==> src/design/text_mode_glyph_renderer_top_assert.svh <==
// Assertion macros used by the top-level design file.
// Each macro samples on clk and is disabled while rst is high.
`ifndef TEXT_MODE_GLYPH_RENDERER_TOP_ASSERT_SVH
`define TEXT_MODE_GLYPH_RENDERER_TOP_ASSERT_SVH

// Condition in the current cycle implies consequence in the same cycle.
`define TMGR_ASSERT_NOW(label, cond, cons) \
  label: assert property (@(posedge clk) disable iff (rst) (cond) |-> (cons)) \
    else $error("assertion failed");

// Condition in the current cycle implies consequence in the next cycle.
`define TMGR_ASSERT_NEXT(label, cond, cons) \
  label: assert property (@(posedge clk) disable iff (rst) (cond) |=> (cons)) \
    else $error("assertion failed");

`endif

==> src/design/tmgr_pkg.sv <==
package tmgr_pkg;

  localparam int OP_W       = 2;
  localparam int COLUMN_W   = 7;
  localparam int LINE_W     = 5;
  localparam int CODE_W     = 8;
  localparam int ATTR_W     = 8;
  localparam int GLINE_W    = 4;
  localparam int GBITS_W    = 8;
  localparam int PIXEL_W    = 4;
  localparam int ROW_PIXELS = 8;
  localparam int ROW_W      = PIXEL_W * ROW_PIXELS;
  localparam int CELL_W     = ATTR_W + CODE_W;
  localparam int BLINK_W    = 11;
  localparam int CHARS      = 256;

  localparam logic [OP_W-1:0] OP_WRITE_CELL  = 2'd0;
  localparam logic [OP_W-1:0] OP_WRITE_GLYPH = 2'd1;
  localparam logic [OP_W-1:0] OP_RENDER      = 2'd2;

  typedef logic [BLINK_W-1:0] blink_t;

  typedef struct packed {
    logic [OP_W-1:0]     op;
    logic [COLUMN_W-1:0] column;
    logic [LINE_W-1:0]   line;
    logic [CODE_W-1:0]   char_code;
    logic [ATTR_W-1:0]   attribute;
    logic [GLINE_W-1:0]  glyph_line;
    logic [GBITS_W-1:0]  glyph_bits;
    logic                blink_phase;
  } in_item_t;

  typedef struct packed {
    logic [ROW_W-1:0] pixel_row;
    logic             any_blinking;
  } out_item_t;

endpackage

==> src/design/tmgr_paint.sv <==
module tmgr_paint (
  input  logic [tmgr_pkg::ATTR_W-1:0]  attr,
  input  logic [tmgr_pkg::GBITS_W-1:0] bits,
  input  logic                         phase,
  output logic [tmgr_pkg::ROW_W-1:0]   pixel_row
);

  logic [tmgr_pkg::PIXEL_W-1:0] fg;
  logic [tmgr_pkg::PIXEL_W-1:0] bg;

  // Background bit 3 marks a blinking cell: drop it, and hide fg in phase 0.
  always_comb begin
    fg = attr[3:0];
    bg = attr[7:4];
    if (bg[3]) begin
      bg[3] = 1'b0;
      if (!phase) begin
        fg = bg;
      end
    end
  end

  // Font MSB is the leftmost pixel, which lands in the low nibble.
  for (genvar i = 0; i < tmgr_pkg::ROW_PIXELS; i++) begin : g_pix
    assign pixel_row[tmgr_pkg::PIXEL_W*i +: tmgr_pkg::PIXEL_W] =
      bits[tmgr_pkg::ROW_PIXELS-1-i] ? fg : bg;
  end

endmodule

==> config.mk <==
export PLATFORM = sky130hd
export DESIGN_NAME = tmgr_paint
export DESIGN_NICKNAME = d
export VERILOG_FILES = /design/src/design/text_mode_glyph_renderer_top_assert.svh /design/src/design/tmgr_pkg.sv /design/src/design/tmgr_paint.sv
export SDC_FILE = /design/constraint.sdc
export NUM_CORES = 1
export LEC_CHECK = 0
export ABC_CLOCK_PERIOD_IN_PS = 1400
export BUFFER_PORTS_ARGS = -buffer_cell sky130_fd_sc_hd__buf_2
export CORE_AREA = 2 2 39 41
export DETAILED_ROUTE_END_ITERATION = 8
export DIE_AREA = 0 0 41 43
export PLACE_DENSITY = 0.88
export SETUP_SLACK_MARGIN = 0.3
export SLEW_MARGIN = 20
export SYNTH_ARGS = -nofsm -noshare
export SYNTH_HDL_FRONTEND = slang
export SYNTH_SLANG_ARGS = --single-unit
==> constraint.sdc <==
create_clock -name vclk -period 1.4
set_input_delay 0 -clock vclk [all_inputs]
set_output_delay 0 -clock vclk [all_outputs]
set_load 0.02 [all_outputs]
==> results of run 1 <==
[metal layers]
layer / vias to the layer above / wire [um] / GRT usage [%] / share of wire, %
li1: 255 / - / - / -
met5: - / 0 / 0 / 0
met2: 34 / 538 / 21.6 / 45
met4: 0 / 0 / 0 / 0
met1: 210 / 503 / 17.7 / 42
met3: 0 / 144 / 0 / 12
[cells in the mapped netlist]
| library cell | count | area, um2 |
|---|---|---|
| nand2_1 | 6 | 22.5 |
| nand2b_4 | 1 | 13.8 |
| buf_8 | 1 | 15.0 |
| mux2_4 | 6 | 90.1 |
| nand2_4 | 2 | 22.5 |
| mux2_2 | 18 | 203 |
| and3_2 | 8 | 60.1 |
[path summary, 6_finish.rpt]
check	from	endpoint	slack, ps	depth (start not counted)
max	phase	pixel_row[0]	420	5
min	bits[0]	pixel_row[31]	380	3
[cells by family (layout without fill, tap and decap cells)]
kind of cell	Yosys count	after routing	share of synthesized area [%]
buffers and inverters	1	49	3.52
multiplexers	24	24	68.6
AND/OR/NAND/NOR	17	17	27.9
[metrics by stage]
| stage | std cells | worst slack [ps] | instance area (um2) | utilization, % | power [mW] |
|---|---|---|---|---|---|
| after floorplan | 42 | 702 | 427 | - | 0.217 |
| after global placement | 106 | 440 | 677 | 48.9 | 0.319 |
| after detailed placement | 106 | 417 | 677 | 48.9 | 0.324 |
| after CTS | 106 | 415 | 677 | 48.9 | 0.325 |
| after global routing | 106 | 363 | 677 | 48.9 | 0.343 |
| final | 106 | 419 | 677 | 48.9 | 0.322 |
[area by class of cell]
| cell class | count | area [um2] | share of cell area (%) |
|---|---|---|---|
| Timing Repair Buffer | 49 | 245 | 36.2 |
| Multi-Input combinational cell | 41 | 412 | 60.8 |
| Tap cell | 16 | 20.0 | 2.96 |
[layout by cell type, fill, tap and decap left out, drive strengths merged]
| master | netlist | layout |
|---|---|---|
| and3 | 8 | 8 |
| buf | 1 | 49 |
| mux2 | 24 | 24 |
| nand2 | 8 | 8 |
| nand2b | 1 | 1 |
[worst max-delay path, delay by kind of cell]
family,cells,cell delay (ps)
muxes,1,350
buffers and inverters,2,250
and+or+nand+nor,2,380
[power by group through the flow]
stage	Combinational, mW	Clock, mW	Sequential, mW
after CTS	0.325	0	0
after floorplan	0.217	0	0
final	0.322	0	0
after detailed placement	0.324	0	0
after global routing	0.343	0	0
after global placement	0.319	0	0
==> results.sh, run 1 <==
export IMPL_post_route_period_util_pct=70.1
export IMPL_path_class="in -> out"
export IMPL_port_buffers=49
export IMPL_power_leakage_nw=0.404
export IMPL_powerDensity_nw_per_um2=476
export IMPL_die_h_um=43
export IMPL_grt_ovfl_total=0
export IMPL_syn2layout_area_growth_pct=58.7
export IMPL_synth_net_count=59
export IMPL_power_frac_comb_pct=100.0
export IMPL_endpoint_kind="output pin"
export IMPL_critPathSlowestCell="mux2_2"
export IMPL_die_w_um=41
export IMPL_whs_ps=379
export IMPL_antenna_left=0
export IMPL_row_count=14
export IMPL_antenna_found_initial=0
export IMPL_setup_viol=0
export IMPL_nClkBuffers=0
export IMPL_worstPathArrival_ps=980
export IMPL_num_io_pins=49
export IMPL_rsz0062_at_grt="false"
export IMPL_cp_slowest_stage_delay_ps=350
export IMPL_fmaxAchievable_mhz=1020
export IMPL_netlist_instances=42
export IMPL_cts_hold_buf=0
export IMPL_path_max_fanout=16
export IMPL_drive_gt1_share_pct=93.3
export IMPL_drt_initial_drc_count=1
export IMPL_power_share_clock_pct=0
export IMPL_p_int_mw=0.142
export IMPL_synth_seq_area_share_pct=0
export IMPL_final_seq_area_um2=0
export IMPL_core_um2=1380
export IMPL_grt_pass1_wl_mm=1.62
export IMPL_slew_headroom_pct=88.2
export IMPL_die_area_um2=1760
export IMPL_fin_nets=109
export IMPL_seq_power_share_pct=0
export IMPL_report_final_slew_viol_count=0
export IMPL_netlist_area_um2=427
export IMPL_grt_start_max_net_pins=17
export IMPL_min_path_type="in -> out"
export IMPL_first_pass_iters=2
export IMPL_start_kind="primary input"
export IMPL_first_global_vias=378
export IMPL_sw_frac_of_total_pct=55.9
export IMPL_ir_drop_v=0.000221
export IMPL_crit_required_ps=1400
export IMPL_worstPathCellList="buf_2, nand2b_4, nand2_1, mux2_2, buf_2"
export IMPL_hold_viol_final=0
export IMPL_synth_cell_types=7
export IMPL_status="completed"
export IMPL_n_fill_cell=144
export IMPL_diodes=0
export IMPL_wl_per_cell_um=11.2
export IMPL_synth_avg_cell_area_um2=10.2
export IMPL_routed_via_density=4.71
export IMPL_switchingPower_mw=0.180
export IMPL_drc_errors=0
export IMPL_period_minus_slack_ps=981
export IMPL_crit_top_cell="buf_2"
export IMPL_maxCapViolCount=0
export IMPL_worst_pin_slew_ps=177
export IMPL_track_usage_pct=12.5
export IMPL_cts_resized=0
export IMPL_seq_cell_count=0
export IMPL_tns_ps=0
export IMPL_totalWireLength_mm=1.19
export IMPL_place_congestion=0.706
export IMPL_ys_warn_count=0
export IMPL_post_cts_buffers=0
export IMPL_vias=499
export IMPL_start_util_pct=30.8
Note: power is estimated with default switching activity, not from simulation.
==> run 2: changes to the inputs <==
--- a/config.mk
+++ b/config.mk
@@ -5,12 +5,13 @@
 export SDC_FILE = /design/constraint.sdc
 export NUM_CORES = 1
 export LEC_CHECK = 0
-export ABC_CLOCK_PERIOD_IN_PS = 1400
+export ABC_AREA = 1
+export ABC_CLOCK_PERIOD_IN_PS = 950
 export BUFFER_PORTS_ARGS = -buffer_cell sky130_fd_sc_hd__buf_2
 export CORE_AREA = 2 2 39 41
 export DETAILED_ROUTE_END_ITERATION = 8
 export DIE_AREA = 0 0 41 43
-export PLACE_DENSITY = 0.88
+export PLACE_DENSITY = 0.9
 export SETUP_SLACK_MARGIN = 0.3
 export SLEW_MARGIN = 20
 export SYNTH_ARGS = -nofsm -noshare
==> constraint.sdc (replaced) <==
create_clock -name vclk -period 0.95
set_input_delay 0 -clock vclk [all_inputs]
set_output_delay 0 -clock vclk [all_outputs]
set_load 0.02 [all_outputs]
==> run 2 against run 1 <==
  * Sequential cell count unchanged
  * Cell count rose by 63%
  * Non-clock buffer count rose by 5
  * Via count up 89%
  * Die area stayed put
  * Sequential share of layout area unchanged
  * Combinational power grew 140%
  * Synthesized cell count grew to 2.5 times the previous value
  * Area after synthesis rose by 6.5%
  * Worst hold slack got worse by 17 ps
  * Largest power group unchanged
  * Highest routed layer is now met4
==> results.sh, run 2 <==
export IMPL_power_leakage_nw=0.652
export IMPL_seq_cell_count=0
export IMPL_synthTopCellsByCount="nand2_1, nand3_1, inv_1, nor2_1, buf_6"
export IMPL_most_common_layout_cells="nand2_1, buf_6, buf_4"
export IMPL_hold_viol_final=0
export IMPL_nClkBuffers=0
export IMPL_cp_slowest_stage_delay_ps=160
export IMPL_grt_ovfl_total=0
export IMPL_synth_cell_types=5
export IMPL_core_um2=1380
export IMPL_crit_start="phase"
export IMPL_worstPathArrival_ps=820
export IMPL_crit_path_end="pixel_row[20]"
export IMPL_drc_errors=0
export IMPL_place_congestion=0.828
export IMPL_fin_nets=176
export IMPL_antenna_found_initial=0
export IMPL_first_global_vias=860
export IMPL_layout_commonest_cell="nand2_1"
export IMPL_report_final_slew_viol_count=0
export IMPL_sw_frac_of_total_pct=57.6
export IMPL_grt_start_max_net_pins=9
export IMPL_path_max_fanout=8
export IMPL_seq_power_share_pct=0
export IMPL_antenna_left=0
export IMPL_p_int_mw=0.325
export IMPL_start_kind="primary input"
export IMPL_synth_top_cell_area_share_pct=43.8
export IMPL_endpoint_kind="output pin"
export IMPL_crit_required_ps=950
export IMPL_num_io_pins=49
export IMPL_setup_viol=0
export IMPL_die_w_um=41
export IMPL_grt_pass1_wl_mm=3.82
export IMPL_first_pass_iters=4
export IMPL_synth_area_leaders="nand2_1, nand3_1, inv_1"
export IMPL_cp_depth=7
export IMPL_diodes=0
export IMPL_whs_ps=362
export IMPL_tns_ps=0
export IMPL_syn2layout_area_growth_pct=145
export IMPL_critPathSlowestCell="buf_4"
export IMPL_power_frac_comb_pct=100.0
export IMPL_row_count=14
export IMPL_vias=944
export IMPL_fin_total_pwr_mw=0.767
export IMPL_hpwl_mm=1.38
export IMPL_synth_avg_cell_area_um2=4.28
export IMPL_rsz0062_at_grt="true"
export IMPL_ys_warn_count=0
export IMPL_final_seq_area_um2=0
export IMPL_power_share_clock_pct=0
export IMPL_synth_most_common_cell="nand2_1"
export IMPL_port_buffers=49
export IMPL_netlist_instances=106
export IMPL_worst_pin_slew_ps=193
export IMPL_post_route_period_util_pct=86.8
export IMPL_critPathTopFamily="buffers and inverters"
export IMPL_synth_top_cell_by_area="nand2_1"
export IMPL_track_usage_pct=29.9
export IMPL_path_buf_inv=4
export IMPL_start_util_pct=32.8
export IMPL_wl_per_cell_um=15.0
export IMPL_drive_gt1_share_pct=59.2
export IMPL_routed_via_density=5.46
export IMPL_die_h_um=43
export IMPL_synth_net_count=123
export IMPL_drt_initial_drc_count=38
export IMPL_min_path_type="in -> out"
export IMPL_switchingPower_mw=0.442
export IMPL_period_minus_slack_ps=825
export IMPL_die_area_um2=1760
export IMPL_synth_seq_area_share_pct=0
export IMPL_maxCapViolCount=0
export IMPL_netlist_area_um2=454
export IMPL_powerDensity_nw_per_um2=690
export IMPL_fmaxAchievable_mhz=1210
export IMPL_path_class="in -> out"
export IMPL_totalWireLength_mm=2.59
export IMPL_status="completed"
export IMPL_slew_headroom_pct=87.1
export IMPL_ir_drop_v=0.000409
export IMPL_worstPathCellList="buf_8, clkinvlp_4, buf_12, nand3_4, nand3_1, nand2_1, buf_4"
==> run 2: layout make-up <==
class,instances,area (um2)
multi-input combinational,88,566
timing repair buffer,54,467
tap,16,20.0
fill,92,272
inverter,15,60.1
==> run 2: layer usage <==
layer	track usage (%)	routed length, um	vias up
met5	0	0	-
met3	2.09	251	6
met1	39.6	948	430
li1	-	-	432
met2	50.0	1350	76
met4	6.67	40	0
==> run 2: what timing repair did <==
action,in CTS,in global routing
endpoints found under the setup margin,32,32
gates cloned,0,0
buffers inserted,2,0
pin swaps,20,15
endpoints found under the hold margin,0,0
hold buffers,0,0
resized for setup,89,16
==> run 2: metrics by stage <==
step	cells	instance area (um2)	setup WS [ps]	utilization (%)
6_report	173	1110	125	80.4
5_1_grt	173	1110	95.6	80.4
4_1_cts	173	1050	178	76.1
3_5_place_dp	171	708	73.6	51.2
3_3_place_gp	171	708	95.3	51.2
2_1_floorplan	106	454	347	-
==> run 2: worst min-delay path, delay by kind of cell <==
| kind | cells | cell delay, ps |
|---|---|---|
| buffers and inverters | 2 | 250 |
| and+or+nand+nor | 2 | 100 |
==> run 2: power groups by stage <==
stage / Combinational, mW / Sequential (mW) / Clock, mW
after floorplan: 0.320 / 0 / 0
after global placement: 0.491 / 0 / 0
after detailed placement: 0.498 / 0 / 0
after CTS: 0.706 / 0 / 0
after global routing: 0.806 / 0 / 0
final: 0.767 / 0 / 0
==> run 2: cell families (layout without fill, tap and decap cells) <==
group                  after synthesis  in the layout  synth area share (%)
and+or+nand+nor                     88             88                  80.2
buffers and inverters               18             69                  19.8
==> run 2: how the worst min path moves through the flow <==
stage	from	endpoint	slack, ps	cells past startpoint
global placement	bits[5]	pixel_row[10]	380	4
floorplan	bits[5]	pixel_row[11]	180	2
CTS	bits[6]	pixel_row[6]	370	4
global route	bits[4]	pixel_row[12]	380	4
detailed placement	bits[0]	pixel_row[28]	380	4
finish	bits[7]	pixel_row[2]	360	4
